--- src/design/gcd_pkg.sv ---
// ----------------------------------------------------------------------------
// gcd_pkg
// shared formats, constants and elaboration-time tables for the distance block
// ----------------------------------------------------------------------------
package gcd_pkg;

  localparam int CORDIC_STEPS_DEF = 32;

  // datapath widths
  localparam int Z_W      = 63;   // angle accumulator, q60
  localparam int XY_W     = 34;   // rotation x / y, q30
  localparam int V_W      = 61;   // vectoring x / y, q58
  localparam int SQ_W     = 61;   // root radicand, q60
  localparam int SQ_STEPS = 31;   // one result bit per cell
  localparam int ROOT_W   = 31;   // root, q30
  localparam int K_W      = 30;
  localparam int MAG_W    = 31;
  localparam int PROD_W   = 61;

  localparam logic [63:0] PI_Q60   = 64'h3243F6A8885A308D;
  localparam logic [63:0] RAD_K64  = (PI_Q60 + 64'd1800000000) / 64'd3600000000;
  localparam logic [K_W-1:0] RAD_K = RAD_K64[K_W-1:0];

  localparam logic [22:0] EARTH_R_M    = 23'd6378137;
  localparam logic [10:0] MM_SCALE     = 11'd2000;
  localparam logic [34:0] HALF_CIRC_MM = 35'd20037508343;

  localparam int FRONT_STAGES = 3;
  localparam int MID_STAGES   = 4;
  localparam int BACK_STAGES  = 5;

  typedef struct packed {
    logic signed [XY_W-1:0] x;
    logic signed [XY_W-1:0] y;
    logic signed [Z_W-1:0]  z;
  } rot_t;

  typedef struct packed {
    logic signed [V_W-1:0] x;
    logic signed [V_W-1:0] y;
    logic signed [Z_W-1:0] z;
  } vec_t;

  typedef struct packed {
    logic [SQ_W-1:0] v;
    logic [SQ_W-1:0] r;
  } sq_t;

  function automatic int lat_cycles(input int steps);
    return FRONT_STAGES + steps + MID_STAGES + SQ_STEPS + steps + BACK_STAGES;
  endfunction

  // atan(2^-idx) in q60 from a truncated series
  function automatic logic signed [63:0] atan_q60(input int idx);
    logic signed [63:0] sum;
    logic [63:0] t;
    int e;
    sum = '0;
    if (idx == 0) begin
      return $signed(PI_Q60 >> 2);
    end
    for (int k = 0; k < 64; k++) begin
      e = idx * (2 * k + 1);
      if (e <= 60) begin
        t = (64'd1 << (60 - e)) / 64'(2 * k + 1);
        if (k % 2 == 1) sum = sum - $signed(t);
        else sum = sum + $signed(t);
      end
    end
    return sum;
  endfunction

  // cordic start vector length 1/G in q30
  function automatic logic [63:0] inv_gain_q30(input int steps);
    logic [63:0] g;
    logic [63:0] rem;
    logic [63:0] q;
    logic [63:0] r;
    logic [63:0] bt;
    logic [63:0] v;
    g = 64'd1 << 60;
    for (int i = 0; i < steps; i++) begin
      if (2 * i < 64) g = g + (g >> (2 * i));
    end
    rem = 64'd1 << 60;
    q   = '0;
    for (int i = 0; i < 60; i++) begin
      rem = rem << 1;
      q   = q << 1;
      if (rem >= g) begin
        rem = rem - g;
        q   = q | 64'd1;
      end
    end
    v = q;
    r = '0;
    for (int j = 0; j < 32; j++) begin
      bt = 64'd1 << (62 - 2 * j);
      if (v >= r + bt) begin
        v = v - (r + bt);
        r = (r >> 1) + bt;
      end else begin
        r = r >> 1;
      end
    end
    return r;
  endfunction

endpackage

--- src/design/gcd_sqrt_cell.sv ---
// ----------------------------------------------------------------------------
// gcd_sqrt_cell
// one digit of the restoring integer square root, registered
// ----------------------------------------------------------------------------
module gcd_sqrt_cell #(
  parameter int STEP = 0
) (
  input  logic         clk,
  input  gcd_pkg::sq_t d_i,
  output gcd_pkg::sq_t d_o
);
  import gcd_pkg::*;

  localparam logic [SQ_W-1:0] BIT = SQ_W'(1) << (SQ_W - 1 - 2 * STEP);

  logic [SQ_W:0] trial;
  sq_t d_nxt;
  sq_t d_r;

  assign trial = {1'b0, d_i.r} + {1'b0, BIT};

  always_comb begin
    if ({1'b0, d_i.v} >= trial) begin
      d_nxt.v = d_i.v - trial[SQ_W-1:0];
      d_nxt.r = (d_i.r >> 1) + BIT;
    end else begin
      d_nxt.v = d_i.v;
      d_nxt.r = d_i.r >> 1;
    end
  end

  always_ff @(posedge clk) begin
    d_r <= d_nxt;
  end

  assign d_o = d_r;

endmodule

--- config.mk ---
export PLATFORM = sky130hd
export DESIGN_NAME = gcd_sqrt_cell
export DESIGN_NICKNAME = d
export VERILOG_FILES = /design/src/design/gcd_pkg.sv /design/src/design/gcd_sqrt_cell.sv
export SDC_FILE = /design/constraint.sdc
export NUM_CORES = 1
export LEC_CHECK = 0
export BUFFER_PORTS_ARGS = -buffer_cell sky130_fd_sc_hd__buf_2
export CORE_MARGIN = 2
export CORE_UTILIZATION = 30
export DETAILED_ROUTE_END_ITERATION = 10
export HOLD_SLACK_MARGIN = 0.03
export REMOVE_ABC_BUFFERS = 1
export SYNTH_ARGS = -nofsm -noshare
export SYNTH_HDL_FRONTEND = slang
export SYNTH_SLANG_ARGS = --single-unit
--- constraint.sdc ---
create_clock -name clk -period 3.2 [get_ports clk]
set_clock_uncertainty 0.15 [all_clocks]
set_input_delay 0 -clock clk [delete_from_list [all_inputs] [get_ports clk]]
set_output_delay 0 -clock clk [all_outputs]
set_load 0.005 [all_outputs]
Word level (Yosys, flattened, before mapping)

Index checks and enable logic that the tools add are counted.

Word-level logic and storage cells: 8
Bits in registers: 122
Input bits: 123
Output and inout port bits: 122

Order comparisons: 1
$add $sub $neg: 3
Mux-type cells: 1

Operator list:

| kind                   | number |
|---|---|
| $mux 122               | 1 |
| $add 61x61->62 const B | 1 |
| $ge 61x62->1           | 1 |
| $add 60x61->61 const B | 1 |
| $sub 61x61->61         | 1 |

Longest topological paths before layout

Word-level depth: 3
Gate-level depth with buffers: 15
Depth with buffers taken out: 14

Least setup slack after synthesis

Ideal clock, no wire load.

Path type: input to register
From: input d_i[35] (netlist bit)
To: register d_r (netlist bit d_o[120])
Cell stages on the path: 14
Slack: 0.530 ns
Arrival: 2.402 ns
Path through: inv_1 ha_1 buf_4 a21oi_4 o21ai_1 a211o_1 a21o_1 a211oi_4 o221ai_2 o2111a_2 nor2_8 inv_4 buf_6 o221a_1

RTL lines:

| item                   | line                | source |
|---|---|---|
| start: declaration     | gcd_sqrt_cell.sv:9  | `input gcd_pkg::sq_t d_i,` |
| end signal: assignment | gcd_sqrt_cell.sv:33 | `d_r <= d_nxt;` |
| end: declaration       | gcd_sqrt_cell.sv:18 | `sq_t d_r;` |

==> flow_summary.ini <==
[status]
outcome = finished, violations left
violations = negative hold slack

[hold_path]
whs_endpoint = d_o[64]
whs_path_depth = 3
min_path_type = in2reg
min_from = d_i[64]

[worst_setup_path]
crit_path_end_kind = flop
worstPathArrival_ns = 3.23
cp_top_family = compound AO/OA/AOI/OAI gates
path_class = in2reg
worst-path-max-fanout = 5
cp.required_ns = 3.36
crit_chain = dlygate4sd3_1 -> buf_2 -> inv_1 -> ha_1 -> buf_4 -> a21oi_1 -> o21a_1 -> or2_2 -> o311a_1 -> a211oi_1 -> o21ai_1 -> o21ai_1 -> a221o_1 -> o41ai_1 -> nor3b_2
critPathBufInv = 4
worstSetupStartpointType = input pin
crit_start = d_i[20]
cpMostUsedCell = o21ai_1
worst_path_largest_cell_delay_ns = 0.52
worst_path_max_delay_cell = dlygate4sd3_1

[die]
rows = 55
die_area_sq_um = 24300
pin_count = 245
die_w_um = 156
initial_utilization = 0.306
fp.dieH_um = 156
coreArea_sq_um = 22600

[power_and_ir_drop]
p_total_mw = 5.08
ir_worst_vdd_mv = 0.312
power_density_nw_per_um2 = 484
total_leakage_power_nw = 5.04

[clocking]
numCtsBuffers = 17
clock_sinks = 122
clock_path_buffers = 2
cts_tree = done
root_buffer = clkbuf_16
cts.clk_slew.worst_paths_ns = 0.06
htree_levels = 4

[synthesis]
ys_ff_latch = 122
ys_async_sr_fraction = 0
ys_warn_count = 0
synth.distinct_cells = 61
synthFlopType = dfxtp_1
syn-cell-area_sq_um = 6930
synth.avg_cell_area_sq_um = 8.15
synthCells = 851
synth-edff-count = 0
seq_area_frac_synth = 0.352

[grt]
grt_pass1_vias = 7155
grt_pass1_wl_mm = 36.0
grt_use_total = 0.187
grt_max_degree = 23
grt_overflow = 0
busiest_layer = met2
grt_use_met2 = 0.317
met1_usage = 0.235
use_met3 = 0.0425
antenna_found_initial = 0

[timing]
drv_slew = 0
setup_violations = 0
worst_slew_pin_slew_ns = 0.671
hold_violations = 5
max_slew_margin = 0.549
max_freq_ghz = 0.326
whs_ns = -0.368
post-route-period-util = 0.958
min_period_ns = 3.07
rsz0062_at_grt = no

[final_layout]
final_util = 0.464
largest_reg_flops = 122
layout_commonest_cell = buf_2
final_layout_size_suffix_gt1_frac = 0.275
fillCellCount = 2208
layout_common_cells = buf_2 (244), dfxtp_1 (122), dlygate4sd3_1 (121), a21oi_1 (100), nor2_1 (88)
final_nets = 1418
areaGrowthSynthToFinish_pct = 51.5
stdcell_area_sq_um = 10500

[place]
io_buffers = 244
dp_hpwl_mm = 17.7
dpl-instance-area_sq_um = 8610
gp_congestion = 0.866

[detailed_routing]
ant_nets = 0
firstDrtPassIters = 5
dr.first_iter.drc_count = 391
drc = 0
vias = 7330
viasPerCell = 4.79
totalWireLength_mm = 23.1
wl_per_cell_um = 15.1

[flow_run]
drv_cap = 0
==> area by class of cell <==
type	count	area [sq um]	area share
repair buffers	402	2740	0.261
flip-flops and latches	122	2440	0.233
well taps	285	357	0.0340
multi-input cells	611	4070	0.388
diodes	1	2.50	0.000238
clock inverters	8	118	0.0112
inverters	78	298	0.0284
clock buffers	24	472	0.0449
==> where the power goes <==
group | internal (mW) | total (mW) | leakage (nW) | switching (mW)
combinational | 0.661 | 1.40 | 3.72 | 0.738
clock | 1.26 | 1.98 | 0.288 | 0.722
sequential | 1.66 | 1.70 | 1.03 | 0.0348
==> metrics by stage <==
stage               setup slack [ns]  TNS [ns]  cells  hold slack [ns]
finish                         0.133         0   1531           -0.368
global route                 0.00133         0   1530           -0.342
CTS                          0.00309         0   1518           -0.482
detailed placement           -0.0756    -0.215   1376          -0.0322
global placement             -0.0647   -0.0837   1376          -0.0329
floorplan                      0.161         0    811           -0.122
==> synthesized netlist by cell type (15+ instances only) <==
cell type / instances / area (sq um)
dfxtp_1: 122 / 2440
a21oi_1: 103 / 515
nor2_1: 88 / 330
inv_1: 77 / 289
nand2_1: 71 / 267
ha_1: 62 / 776
o21ai_0: 43 / 215
xnor2_1: 31 / 272
a21o_1: 25 / 188
nand4_1: 25 / 156
xor2_1: 24 / 210
buf_2: 23 / 115
o21bai_1: 15 / 113
==> per-layer routing <==
layer | vias up | wire length, um
met4 | 0 | 446
li1 | 3727 | -
met5 | - | 0
met2 | 220 | 11100
met3 | 30 | 1160
met1 | 3353 | 10400
==> worst max-delay path by stage <==
stage	endpoint	slack, ns	cells past startpoint
detailed placement	d_o[114]	-0.08	13
floorplan	d_o[98]	0.16	13
global placement	d_o[114]	-0.06	13
finish	d_o[114]	0.13	15
CTS	d_o[109]	0.003	16
global route	d_o[92]	0.001	13
==> kinds of logic after synthesis <==
family / count (synthesis) / synth area share
AOI/OAI and AO/OA: 257 / 0.237
and+or+nand+nor: 235 / 0.154
DFF: 122 / 0.352
buffers and inverters: 118 / 0.0711
adders and majority gates: 63 / 0.115
xor gates and xnor gates: 55 / 0.0695
muxes: 1 / 0.00162
==> timing repair <==
item                                    4_1_cts  5_1_grt
gates resized for setup                       0       19
endpoints found under the setup margin        0       53
hold buffers                                110       11
setup buffers                                 0        1
hold endpoints to repair                    121       15
Note: power is estimated with default switching activity, not from simulation.
