<file path="src/design/gcd_pkg.sv">
// ----------------------------------------------------------------------------
// gcd_pkg
// shared formats, constants and elaboration-time tables for the distance block
// ----------------------------------------------------------------------------
package gcd_pkg;

  localparam int CORDIC_STEPS_DEF = 32;

  // datapath widths
  localparam int Z_W      = 63;   // angle accumulator, q60
  localparam int XY_W     = 34;   // rotation x / y, q30
  localparam int V_W      = 61;   // vectoring x / y, q58
  localparam int SQ_W     = 61;   // root radicand, q60
  localparam int SQ_STEPS = 31;   // one result bit per cell
  localparam int ROOT_W   = 31;   // root, q30
  localparam int K_W      = 30;
  localparam int MAG_W    = 31;
  localparam int PROD_W   = 61;

  localparam logic [63:0] PI_Q60   = 64'h3243F6A8885A308D;
  localparam logic [63:0] RAD_K64  = (PI_Q60 + 64'd1800000000) / 64'd3600000000;
  localparam logic [K_W-1:0] RAD_K = RAD_K64[K_W-1:0];

  localparam logic [22:0] EARTH_R_M    = 23'd6378137;
  localparam logic [10:0] MM_SCALE     = 11'd2000;
  localparam logic [34:0] HALF_CIRC_MM = 35'd20037508343;

  localparam int FRONT_STAGES = 3;
  localparam int MID_STAGES   = 4;
  localparam int BACK_STAGES  = 5;

  typedef struct packed {
    logic signed [XY_W-1:0] x;
    logic signed [XY_W-1:0] y;
    logic signed [Z_W-1:0]  z;
  } rot_t;

  typedef struct packed {
    logic signed [V_W-1:0] x;
    logic signed [V_W-1:0] y;
    logic signed [Z_W-1:0] z;
  } vec_t;

  typedef struct packed {
    logic [SQ_W-1:0] v;
    logic [SQ_W-1:0] r;
  } sq_t;

  function automatic int lat_cycles(input int steps);
    return FRONT_STAGES + steps + MID_STAGES + SQ_STEPS + steps + BACK_STAGES;
  endfunction

  // atan(2^-idx) in q60 from a truncated series
  function automatic logic signed [63:0] atan_q60(input int idx);
    logic signed [63:0] sum;
    logic [63:0] t;
    int e;
    sum = '0;
    if (idx == 0) begin
      return $signed(PI_Q60 >> 2);
    end
    for (int k = 0; k < 64; k++) begin
      e = idx * (2 * k + 1);
      if (e <= 60) begin
        t = (64'd1 << (60 - e)) / 64'(2 * k + 1);
        if (k % 2 == 1) sum = sum - $signed(t);
        else sum = sum + $signed(t);
      end
    end
    return sum;
  endfunction

  // cordic start vector length 1/G in q30
  function automatic logic [63:0] inv_gain_q30(input int steps);
    logic [63:0] g;
    logic [63:0] rem;
    logic [63:0] q;
    logic [63:0] r;
    logic [63:0] bt;
    logic [63:0] v;
    g = 64'd1 << 60;
    for (int i = 0; i < steps; i++) begin
      if (2 * i < 64) g = g + (g >> (2 * i));
    end
    rem = 64'd1 << 60;
    q   = '0;
    for (int i = 0; i < 60; i++) begin
      rem = rem << 1;
      q   = q << 1;
      if (rem >= g) begin
        rem = rem - g;
        q   = q | 64'd1;
      end
    end
    v = q;
    r = '0;
    for (int j = 0; j < 32; j++) begin
      bt = 64'd1 << (62 - 2 * j);
      if (v >= r + bt) begin
        v = v - (r + bt);
        r = (r >> 1) + bt;
      end else begin
        r = r >> 1;
      end
    end
    return r;
  endfunction

endpackage

</file>
<file path="src/design/gcd_rot_cell.sv">
// ----------------------------------------------------------------------------
// gcd_rot_cell
// one rotation-mode cordic iteration, registered
// ----------------------------------------------------------------------------
module gcd_rot_cell #(
  parameter int STEP = 0
) (
  input  logic          clk,
  input  gcd_pkg::rot_t d_i,
  output gcd_pkg::rot_t d_o
);
  import gcd_pkg::*;

  localparam logic signed [63:0] ATAN64 = atan_q60(STEP);
  localparam logic signed [Z_W-1:0] ATAN = ATAN64[Z_W-1:0];

  rot_t d_nxt;
  rot_t d_r;

  always_comb begin
    if (!d_i.z[Z_W-1]) begin
      d_nxt.x = d_i.x - (d_i.y >>> STEP);
      d_nxt.y = d_i.y + (d_i.x >>> STEP);
      d_nxt.z = d_i.z - ATAN;
    end else begin
      d_nxt.x = d_i.x + (d_i.y >>> STEP);
      d_nxt.y = d_i.y - (d_i.x >>> STEP);
      d_nxt.z = d_i.z + ATAN;
    end
  end

  always_ff @(posedge clk) begin
    d_r <= d_nxt;
  end

  assign d_o = d_r;

endmodule

</file>
<file path="config.mk">
export PLATFORM = sky130hd
export DESIGN_NAME = gcd_rot_cell
export DESIGN_NICKNAME = d
export VERILOG_FILES = /design/src/design/gcd_pkg.sv /design/src/design/gcd_rot_cell.sv
export SDC_FILE = /design/constraint.sdc
export NUM_CORES = 1
export LEC_CHECK = 0
export ABC_CLOCK_PERIOD_IN_PS = 4400
export BUFFER_PORTS_ARGS = -buffer_cell sky130_fd_sc_hd__buf_2
export CAP_MARGIN = 20
export CELL_PAD_IN_SITES_DETAIL_PLACEMENT = 1
export CELL_PAD_IN_SITES_GLOBAL_PLACEMENT = 2
export CORE_ASPECT_RATIO = 2
export CORE_MARGIN = 4
export CORE_UTILIZATION = 29
export DETAILED_ROUTE_END_ITERATION = 10
export HOLD_SLACK_MARGIN = 0.12
export PLACE_DENSITY_LB_ADDON = 0.1
export SYNTH_ARGS = -nofsm -noshare
export SYNTH_HDL_FRONTEND = slang
export SYNTH_SLANG_ARGS = --single-unit
</file>
<file path="constraint.sdc">
create_clock -name clk -period 4.4 [get_ports clk]
set_clock_uncertainty 0.15 [all_clocks]
set_input_delay 0.22 -clock clk [delete_from_list [all_inputs] [get_ports clk]]
set_output_delay 0.22 -clock clk [all_outputs]
set_load 0.1 [all_outputs]
</file>
---- Word level (Yosys, flattened, before mapping) ----
Cells that the tools add are included.
word-level totals
  bits of input ports ..................... 132
  memories ................................ 0
  output and inout bits ................... 131
  bits in latches ......................... 0
  bits in read-only memories .............. 0
  bits in writable memories ............... 0
  flip-flop bits (word level) ............. 131
  word-level logic and storage cells ...... 9
cells by class
  equal/unequal tests ..................... 0
  bitwise operators ....................... 0
  div/mod/pow operators ................... 0
  add/sub/neg operators ................... 5
  shift-type cells ........................ 0
  muxes and demuxes ....................... 1
  reductions and logical operators ........ 0
  order comparisons ....................... 0
  multiply operators ...................... 0
operators with widths
  operator                                                               count
  131-bit two-way mux                                                    1
  34-bit subtractor                                                      2
  63-bit by 61-bit adder with 63-bit output, second input constant       1
  63-bit by 61-bit subtractor with 63-bit output, second input constant  1
  34-bit adder                                                           1

---- Logic depth before layout (Yosys ltp) ----
  depth in word-level cells ............... 2
  mapped depth ............................ 15
  depth with buffers taken out ............ 12

---- Worst setup path before layout ----
Ideal clock, no wire load.
  path type ............................... input port to flip-flop
  from .................................... in d_i[62] in the netlist's numbering
  to ...................................... reg d_r, in the netlist d_o[62]
  required time ........................... 4.169 ns
  path buffers ............................ 3
  path slack .............................. 0.074 ns
  arrival ................................. 4.095 ns
  cell stages on the path ................. 14
  library setup time ...................... 0.081 ns
  cells stage by stage .................... clkbuf_1 -> inv_1 -> clkbuf_1 -> buf_1 -> ha_1 -> a21o_1 -> a221oi_4 -> o21ai_2 -> a221o_1 -> a21oi_2 -> o21ai_1 -> a31oi_1 -> o21ai_1 -> a41oi_1
RTL lines
  element               line                source
  start, declared       gcd_rot_cell.sv:9   input gcd_pkg::rot_t d_i,
  end signal, assigned  gcd_rot_cell.sv:33  d_r <= d_nxt;
  end, declared         gcd_rot_cell.sv:18  rot_t d_r;

==> results.json <==
{
  "io_pins": 263,
  "ys.flop_type": "dfxtp_1",
  "endpoint_kind": "flop",
  "yosysSeqAreaShare_pct": 21.28,
  "initialDrtViolationCount": 420,
  "hold_viol": 0,
  "drv_slew": 0,
  "drive_gt1_share_pct": 17.67,
  "netlist_area_sq_um": 12230,
  "ys_warn_count": 0,
  "fin_crit_ps": 3703,
  "powerDensity_nw_per_um2": 462.2,
  "cts_htree_levels": 4,
  "remaining_drc_errors": 0,
  "cp_max_fo": 39,
  "clockBufferDepth": 2,
  "final_antenna_net_count": 0,
  "synth.top_cell.area_share_pct": 21.28,
  "gr-usage-all-layers_pct": 23.86,
  "synth_top_area_cell": "dfxtp_1",
  "drv_cap": 0,
  "die_h_microns": 298.4,
  "largest_register_ffs": 130,
  "core_region_area_sq_um": 41780,
  "cts_tree": "done",
  "syn_to_final_growth_pct": 24.26,
  "antenna_found_initial": 0,
  "final.setup.tns_ps": 0,
  "synth_top_cells_by_area": "dfxtp_1, ha_1, a21oi_1",
  "cp-start-kind": "input pin",
  "drt-total-wl_microns": 55930,
  "worst_slew_pin_slew_ps": 919.0,
  "synth-edff-count": 0,
  "syn_area_per_cell_sq_um": 7.554,
  "worst_hold_slack_ps": 117.8,
  "syn-num-nets": 1915,
  "wl_per_cell_microns": 22.75,
  "die_area_sq_um": 45720,
  "dr.pass1.iters": 4,
  "grt_overflow": 0,
  "gp_congestion": 0.8987,
  "clock-sinks": 130,
  "clkTransAtPathRegs_ps": 60,
  "cts_made_buffers": 17,
  "hp-class": "in2reg",
  "syn_inst": 1619,
  "dp.final_hpwl_microns": 46660,
  "cp.arrival_ps": 3880,
  "ys_ff_latch": 130,
  "fin_nets": 2205,
  "final_util_pct": 36.38,
  "synthDistinctLibCells": 77,
  "port_buffers": 262,
  "start_util_pct": 29.28,
  "via_per_inst": 5.287,
  "slew_headroom_pct": 38.08,
  "rows": 106,
  "critPathRequiredTime_ps": 4580,
  "antenna_cells": 0,
  "finalSetupViolations": 0,
  "grt_pass1_vias": 14464,
  "crit_type": "in2reg",
  "status": "completed",
  "peakVddDrop_mv": 0.3228,
  "root_buffer": "clkbuf_16",
  "synthArstFlopShare_pct": 0,
  "rsz0062_at_grt": "false",
  "postCtsResizedCells": 0,
  "leakage_nw": 7.052,
  "vias": 13001,
  "fmax_ghz": 0.2701,
  "finalCritPeriodShare_pct": 84.15,
  "grt_first_pass_wirelength_microns": 84460,
  "die_width_microns": 153.2,
  "grt_max_degree": 58
}
## kinds of logic after synthesis
group	synth area share [%]
and+or+nand+nor	16.10
DFF	21.28
buffers and inverters	6.271
muxes	1.156
adders and majority gates	17.02
AOI/OAI and AO/OA	29.72
xor gates and xnor gates	8.450
## final cells by class
class / instances / area [sq um]
Fill cell: 5234 / 26580
Timing Repair Buffer: 340 / 2042
Inverter: 133 / 499.2
Sequential cell: 130 / 2603
Clock inverter: 7 / 62.56
Tap cell: 540 / 675.6
Clock buffer: 22 / 454.2
Multi-Input combinational cell: 1287 / 8861
## stage by stage
stage | std cells | power (mW) | instance area [sq um] | worst slack, ps
final | 2459 | 7.025 | 15200 | 697.3
after global routing | 2459 | 7.341 | 15200 | 444.2
after CTS | 2459 | 7.107 | 15200 | 703.5
after detailed placement | 2383 | 5.652 | 14210 | 211.6
after global placement | 2383 | 5.651 | 14210 | 286.2
after floorplan | 1619 | 4.722 | 12230 | 74.36
## metal layers
| layer | up-vias | global-route usage (%) | part of all wire, % |
|---|---|---|---|
| met5 | - | 0 | 0 |
| met3 | 135 | 2.753 | 3.1 |
| li1 | 6354 | - | - |
| met1 | 6171 | 20.73 | 32 |
| met4 | 0 | 13.46 | 6.1 |
| met2 | 341 | 50.35 | 59 |
## final timing paths
path                  cells past startpoint      end  startpoint  slack [ps]
worst max-delay path                     13  d_o[60]     d_i[62]         700
worst min-delay path                      3  d_o[26]     d_i[26]         120
## cell usage after synthesis (33+ instances only)
cell	number
clkbuf_1	55
xnor2_1	91
nor2_1	123
nor3_1	34
o21bai_1	48
dfxtp_1	130
inv_1	125
a21oi_1	223
o21ai_0	103
ha_1	160
a21o_1	53
nand3_1	33
nand2_1	93
## timing repair
| item | in CTS | in global routing |
|---|---|---|
| setup endpoints to repair | 0 | 0 |
| setup buffers | 0 | 0 |
| hold endpoints to repair | 43 | 0 |
| hold buffers | 47 | 0 |
## power by group
| group | internal (mW) | switching, mW | leakage, nW |
|---|---|---|---|
| Clock | 0.775 | 0.593 | 0.255 |
| Sequential | 1.46 | 0.0916 | 1.10 |
| Combinational | 0.853 | 3.25 | 5.70 |
| Total | 3.09 | 3.94 | 7.05 |
## layout by cell type, fill, tap and decap left out, types with 47 or more instances in the layout
master / synthesis / final
ha_1: 160 / 160
nor2_1: 123 / 123
o21ai_0: 103 / 103
o21bai_1: 48 / 48
buf_2: 4 / 261
dfxtp_1: 130 / 130
inv_1: 125 / 124
a21oi_1: 223 / 223
nand2_1: 93 / 93
dlygate4sd3_1: 0 / 47
xnor2_1: 91 / 91
a21o_1: 53 / 53
## worst max-delay path: stages
cell and delay [ps]:
buf_4 130, inv_2 490, buf_12 330, ha_1 380, inv_1 90, o21bai_1 70, a221oi_1 500, o31ai_1 170
nor3_2 500, a31oi_4 190, a41o_2 370, nor4_1 280, a311oi_1 90
No activity file was read; power rests on OpenSTA's default activity.
