$ cat src/design/gcd_pkg.sv
// ----------------------------------------------------------------------------
// gcd_pkg
// shared formats, constants and elaboration-time tables for the distance block
// ----------------------------------------------------------------------------
package gcd_pkg;

  localparam int CORDIC_STEPS_DEF = 32;

  // datapath widths
  localparam int Z_W      = 63;   // angle accumulator, q60
  localparam int XY_W     = 34;   // rotation x / y, q30
  localparam int V_W      = 61;   // vectoring x / y, q58
  localparam int SQ_W     = 61;   // root radicand, q60
  localparam int SQ_STEPS = 31;   // one result bit per cell
  localparam int ROOT_W   = 31;   // root, q30
  localparam int K_W      = 30;
  localparam int MAG_W    = 31;
  localparam int PROD_W   = 61;

  localparam logic [63:0] PI_Q60   = 64'h3243F6A8885A308D;
  localparam logic [63:0] RAD_K64  = (PI_Q60 + 64'd1800000000) / 64'd3600000000;
  localparam logic [K_W-1:0] RAD_K = RAD_K64[K_W-1:0];

  localparam logic [22:0] EARTH_R_M    = 23'd6378137;
  localparam logic [10:0] MM_SCALE     = 11'd2000;
  localparam logic [34:0] HALF_CIRC_MM = 35'd20037508343;

  localparam int FRONT_STAGES = 3;
  localparam int MID_STAGES   = 4;
  localparam int BACK_STAGES  = 5;

  typedef struct packed {
    logic signed [XY_W-1:0] x;
    logic signed [XY_W-1:0] y;
    logic signed [Z_W-1:0]  z;
  } rot_t;

  typedef struct packed {
    logic signed [V_W-1:0] x;
    logic signed [V_W-1:0] y;
    logic signed [Z_W-1:0] z;
  } vec_t;

  typedef struct packed {
    logic [SQ_W-1:0] v;
    logic [SQ_W-1:0] r;
  } sq_t;

  function automatic int lat_cycles(input int steps);
    return FRONT_STAGES + steps + MID_STAGES + SQ_STEPS + steps + BACK_STAGES;
  endfunction

  // atan(2^-idx) in q60 from a truncated series
  function automatic logic signed [63:0] atan_q60(input int idx);
    logic signed [63:0] sum;
    logic [63:0] t;
    int e;
    sum = '0;
    if (idx == 0) begin
      return $signed(PI_Q60 >> 2);
    end
    for (int k = 0; k < 64; k++) begin
      e = idx * (2 * k + 1);
      if (e <= 60) begin
        t = (64'd1 << (60 - e)) / 64'(2 * k + 1);
        if (k % 2 == 1) sum = sum - $signed(t);
        else sum = sum + $signed(t);
      end
    end
    return sum;
  endfunction

  // cordic start vector length 1/G in q30
  function automatic logic [63:0] inv_gain_q30(input int steps);
    logic [63:0] g;
    logic [63:0] rem;
    logic [63:0] q;
    logic [63:0] r;
    logic [63:0] bt;
    logic [63:0] v;
    g = 64'd1 << 60;
    for (int i = 0; i < steps; i++) begin
      if (2 * i < 64) g = g + (g >> (2 * i));
    end
    rem = 64'd1 << 60;
    q   = '0;
    for (int i = 0; i < 60; i++) begin
      rem = rem << 1;
      q   = q << 1;
      if (rem >= g) begin
        rem = rem - g;
        q   = q | 64'd1;
      end
    end
    v = q;
    r = '0;
    for (int j = 0; j < 32; j++) begin
      bt = 64'd1 << (62 - 2 * j);
      if (v >= r + bt) begin
        v = v - (r + bt);
        r = (r >> 1) + bt;
      end else begin
        r = r >> 1;
      end
    end
    return r;
  endfunction

endpackage

$ cat src/design/gcd_vec_cell.sv
// ----------------------------------------------------------------------------
// gcd_vec_cell
// one vectoring-mode cordic iteration, registered
// ----------------------------------------------------------------------------
module gcd_vec_cell #(
  parameter int STEP = 0
) (
  input  logic          clk,
  input  gcd_pkg::vec_t d_i,
  output gcd_pkg::vec_t d_o
);
  import gcd_pkg::*;

  localparam logic signed [63:0] ATAN64 = atan_q60(STEP);
  localparam logic signed [Z_W-1:0] ATAN = ATAN64[Z_W-1:0];

  vec_t d_nxt;
  vec_t d_r;

  always_comb begin
    if (!d_i.y[V_W-1]) begin
      d_nxt.x = d_i.x + (d_i.y >>> STEP);
      d_nxt.y = d_i.y - (d_i.x >>> STEP);
      d_nxt.z = d_i.z + ATAN;
    end else begin
      d_nxt.x = d_i.x - (d_i.y >>> STEP);
      d_nxt.y = d_i.y + (d_i.x >>> STEP);
      d_nxt.z = d_i.z - ATAN;
    end
  end

  always_ff @(posedge clk) begin
    d_r <= d_nxt;
  end

  assign d_o = d_r;

endmodule

$ cat config.mk
export PLATFORM = sky130hd
export DESIGN_NAME = gcd_vec_cell
export DESIGN_NICKNAME = d
export VERILOG_FILES = /design/src/design/gcd_pkg.sv /design/src/design/gcd_vec_cell.sv
export SDC_FILE = /design/constraint.sdc
export NUM_CORES = 1
export LEC_CHECK = 0
export BUFFER_PORTS_ARGS = -buffer_cell sky130_fd_sc_hd__clkbuf_2
export CORE_MARGIN = 2
export CORE_UTILIZATION = 39
export CTS_CLUSTER_SIZE = 40
export DETAILED_ROUTE_END_ITERATION = 12
export SETUP_SLACK_MARGIN = 0.3
export SYNTH_ARGS = -nofsm -noshare
export SYNTH_HDL_FRONTEND = slang
export SYNTH_SLANG_ARGS = --single-unit
$ cat constraint.sdc
create_clock -name clk -period 4.5 [get_ports clk]
set_clock_uncertainty 0.15 [all_clocks]
set_input_delay 0.45 -clock clk [delete_from_list [all_inputs] [get_ports clk]]
set_output_delay 0.45 -clock clk [all_outputs]
set_load 0.02 [all_outputs]
# Word-level counts from Yosys, hierarchy flattened
# Cells that the tools add are included.
# totals
reg_bits,185
input_bits,186
out_inout_bits,185
elab_cells,9
# classes
add_sub_neg,5
muxes,1
# ops
operator,count
2-to-1 mux 185 bit,1
subtractor 61 bit,2
"adder 63 x 61 -> 63 bit, second input constant",1
"subtractor 63 x 61 -> 63 bit, second input constant",1
adder 61 bit,1

# Longest topological paths before layout
# logic_depth
word_depth,2
depth_mapped,16
mapped_depth_nobuf,13

# Worst setup path after synthesis
# OpenSTA, ideal clock, no wires.
# synth_timing
path_type,input -> register
startpoint,in d_i[123] (netlist name)
endpoint,reg d_r (netlist bit d_o[60])
setup_time_ps,122
arrival_time_ps,4154
t_required_ps,4228
path_slack_ps,74
cell_stages,16
path_buffers,4
path_cell_list,clkbuf_1 inv_1 clkbuf_1 buf_1 ha_1 clkbuf_1 a21oi_1 o21a_1 o32ai_1 o221a_2 a211oi_1 nand3_1 nand2_1 o211ai_1 o211a_1 a311o_1
# synth_lines
element,line_no,source
from (decl),gcd_vec_cell.sv:9,"input gcd_pkg::vec_t d_i,"
to (signal assigned),gcd_vec_cell.sv:33,d_r <= d_nxt;
to (decl),gcd_vec_cell.sv:18,vec_t d_r;

==> metrics.cfg <==
[cts]
cts_setup_buffers=0
path_clk_slew_ns=0.07
cts_resized=0
cts_max_level=4
numCtsBuffers=17
cts.hold.buffers_added=2
clockBufferDepth=2
cts.sinks=184
cts-root-buf=clkbuf_16
cts_tree=done

[final_layout]
nets=3428
syn2layout_area_growth_pct=17.4
final.fill_count=5161
drive_above_1_share_pct=17.4
largest_register_ffs=184
utilization_pct=46.4

[timing]
tightest_slew_ns=0.929
max_freq_ghz=0.263
final.period_utilization_pct=84.6
finalSetupViolations=0
maxSlewViolCount=0
fin_crit_ns=3.81
slew_headroom_pct=37.4
hold_viol=0
finalSetupTns_ns=0
rsz0062_at_grt=false

[job]
maxCapViolCount=0

[worst_setup_path]
cp.required_ns=4.75
cp_slowest_cell=a211oi_1
start_kind=input pin
crit_chain=clkbuf_2, inv_1, ha_1, a21o_1, or3_1, o21ai_1, o41ai_1, buf_4, a311o_1, buf_4, a211oi_1, o21ai_0, o31ai_1, a21oi_1, xor2_1
crit_type=input pin to flop
path_buf_inv=4
worstPathMaxFanout=11
max_stage_delay_ns=0.60
cpMostUsedCell=buf_4
endpoint_kind=flop
crit_family=compound AO/OA/AOI/OAI gates
cp.arrival_ns=4.06

[synth]
synth_cell_types=89
async_reset_ff_share_pct=0
yosysSeqAreaShare_pct=19.0
yosys_warnings=0
yosys_register_bits=184
synth_area_um2=19400
ys.flop_type=dfxtp_1
netlist_instances=2634
synth.avg_cell_area_um2=7.36
synth_edf_count=0
syn_nets=3081

[floorplan]
boundaryPins=371
start_util_pct=39.5
rows=81
die_area_um2=51500
fp.coreArea_um2=49100
dieHeight_um=227
die_w_um=227

[routing]
vias=21700
drc_errors=0
ant_nets=0
post_drt_wl_per_cell_um=22.1
firstDrtPassIters=6
vias_per_cell=5.92
drt_iter0_markers=2267
wl_um=80800

[placed_design]
portBuffers=370
gp_congestion=1.06
dp_hpwl_um=67100

[power_and_ir_drop]
intPower_w=0.00399
powerDensity_nw_per_um2=322
p_sw_w=0.00335
seqPwrFrac_pct=29.5
p_leak_nw=10.7
ir_worst_vdd_uv=279
p_clk_share_pct=20.8
switching_share_pct=45.7
combPwrFrac_pct=49.8

[global_route]
grt_pass1_wl_um=121000
antenna_found_initial=5
grt_max_degree=60
grt_pass1_vias=20300
grt_overflow=0
track_usage_pct=30.6

[hold_path]
min_path_type=input pin to flop

[run_status]
status=finished clean

-- metal layers --
layer | global-route usage, % | up-vias | part of all wire [%]
met5 | 0 | - | 0.043
met4 | 11.9 | 6 | 3.6
met3 | 6.60 | 159 | 9.6
met2 | 46.9 | 1178 | 43
met1 | 41.8 | 10200 | 44
li1 | - | 10100 | -
-- per-stage QoR --
step           setup slack [ns]  cells  cell area (um2)  power, W  hold WS [ns]
2_1_floorplan             0.388   2634            19400   0.00442         0.397
4_1_cts                   0.775   3658            22800   0.00733         0.108
3_5_place_dp              0.240   3624            22200   0.00577         0.532
5_1_grt                   0.527   3660            22800   0.00773         0.146
3_3_place_gp              0.280   3624            22200   0.00577         0.526
6_report                  0.692   3661            22800   0.00734         0.138
-- placed cells by master (no fill, tap or decap), types with 29 or more instances in the layout --
cell type  netlist  final
a21o_1          79     79
a21oi_1        342    342
buf_4            3     80
clkbuf_2         1    369
dfxtp_1        184    184
ha_1           257    257
inv_1          214    213
mux2i_1         31     31
nand2_1        181    181
nand3_1         42     42
nand4_1         57     57
nor2_1         195    195
nor2b_1         29     29
nor3_1          60     60
o21ai_0        201    201
o21bai_1        79     79
o31ai_1         32     32
xnor2_1        141    141
xor2_1          32     32
-- path summary, 6_finish.rpt --
| check | startpoint | to | slack (ns) | cells past startpoint |
|---|---|---|---|---|
| min | d_i[62] | d_o[62]$_DFF_P_ | 0.14 | 3 |
| max | d_i[70] | d_o[184]$_DFF_P_ | 0.69 | 15 |
-- final cells by class --
cell class,instances,area [um2],area share [%]
multi-input cells,2106,14400,63.2
inverters,221,832,3.65
well taps,664,831,3.65
repair buffers,451,2470,10.8
diodes,3,7.51,0.0330
flip-flops and latches,184,3680,16.2
clock inverters,15,134,0.588
clock buffers,17,425,1.87
-- cell usage after synthesis (7+ instances only) --
| master | count | area share [%] |
|---|---|---|
| a21o_1 | 79 | 3.1 |
| or3_1 | 7 | 0.23 |
| xor2_1 | 32 | 1.4 |
| clkbuf_1 | 87 | 1.7 |
| and2_1 | 12 | 0.39 |
| nor2_1 | 195 | 3.8 |
| o211ai_1 | 23 | 0.89 |
| nand3_1 | 42 | 1.1 |
| a21oi_1 | 342 | 8.8 |
| a311oi_1 | 10 | 0.45 |
| buf_2 | 13 | 0.34 |
| nand2b_1 | 15 | 0.48 |
| or2_2 | 10 | 0.32 |
| nand2_1 | 181 | 3.5 |
| buf_1 | 19 | 0.37 |
| o31ai_1 | 32 | 1.2 |
| mux2i_1 | 31 | 1.6 |
| a221o_1 | 8 | 0.41 |
| nand4_1 | 57 | 1.8 |
| ha_1 | 257 | 17 |
| o31a_1 | 7 | 0.32 |
| nor4_1 | 27 | 0.87 |
| a311o_1 | 8 | 0.41 |
| xnor2_1 | 141 | 6.4 |
| nor3_1 | 60 | 1.5 |
| dfxtp_1 | 184 | 19 |
| inv_1 | 214 | 4.1 |
| o21a_1 | 24 | 0.93 |
| a21boi_0 | 12 | 0.46 |
| o21ai_1 | 10 | 0.26 |
| and3_1 | 10 | 0.32 |
| a31oi_1 | 27 | 0.87 |
| a211oi_1 | 23 | 0.89 |
| o21bai_1 | 79 | 3.1 |
| nor2b_1 | 29 | 0.94 |
| o21ai_0 | 201 | 5.2 |
-- cell families after synthesis --
family	Yosys count	synth area share, %
AO/OA/AOI/OAI	969	31.3
AND/OR/NAND/NOR	672	16.5
buffers and inverters	344	6.81
adder cells (fa/ha/maj)	261	17.0
flip-flops	184	19.0
XOR/XNOR	173	7.81
multiplexers	31	1.60
-- power groups by stage --
stage | sequential, W | clock [W] | combinational [W]
2_1_floorplan | 0.00267 | 0 | 0.00175
3_3_place_gp | 0.00220 | 0 | 0.00357
3_5_place_dp | 0.00221 | 0 | 0.00357
4_1_cts | 0.00217 | 0.00157 | 0.00359
5_1_grt | 0.00220 | 0.00162 | 0.00390
6_report | 0.00216 | 0.00152 | 0.00365
Note: power is estimated with default switching activity, not from simulation.
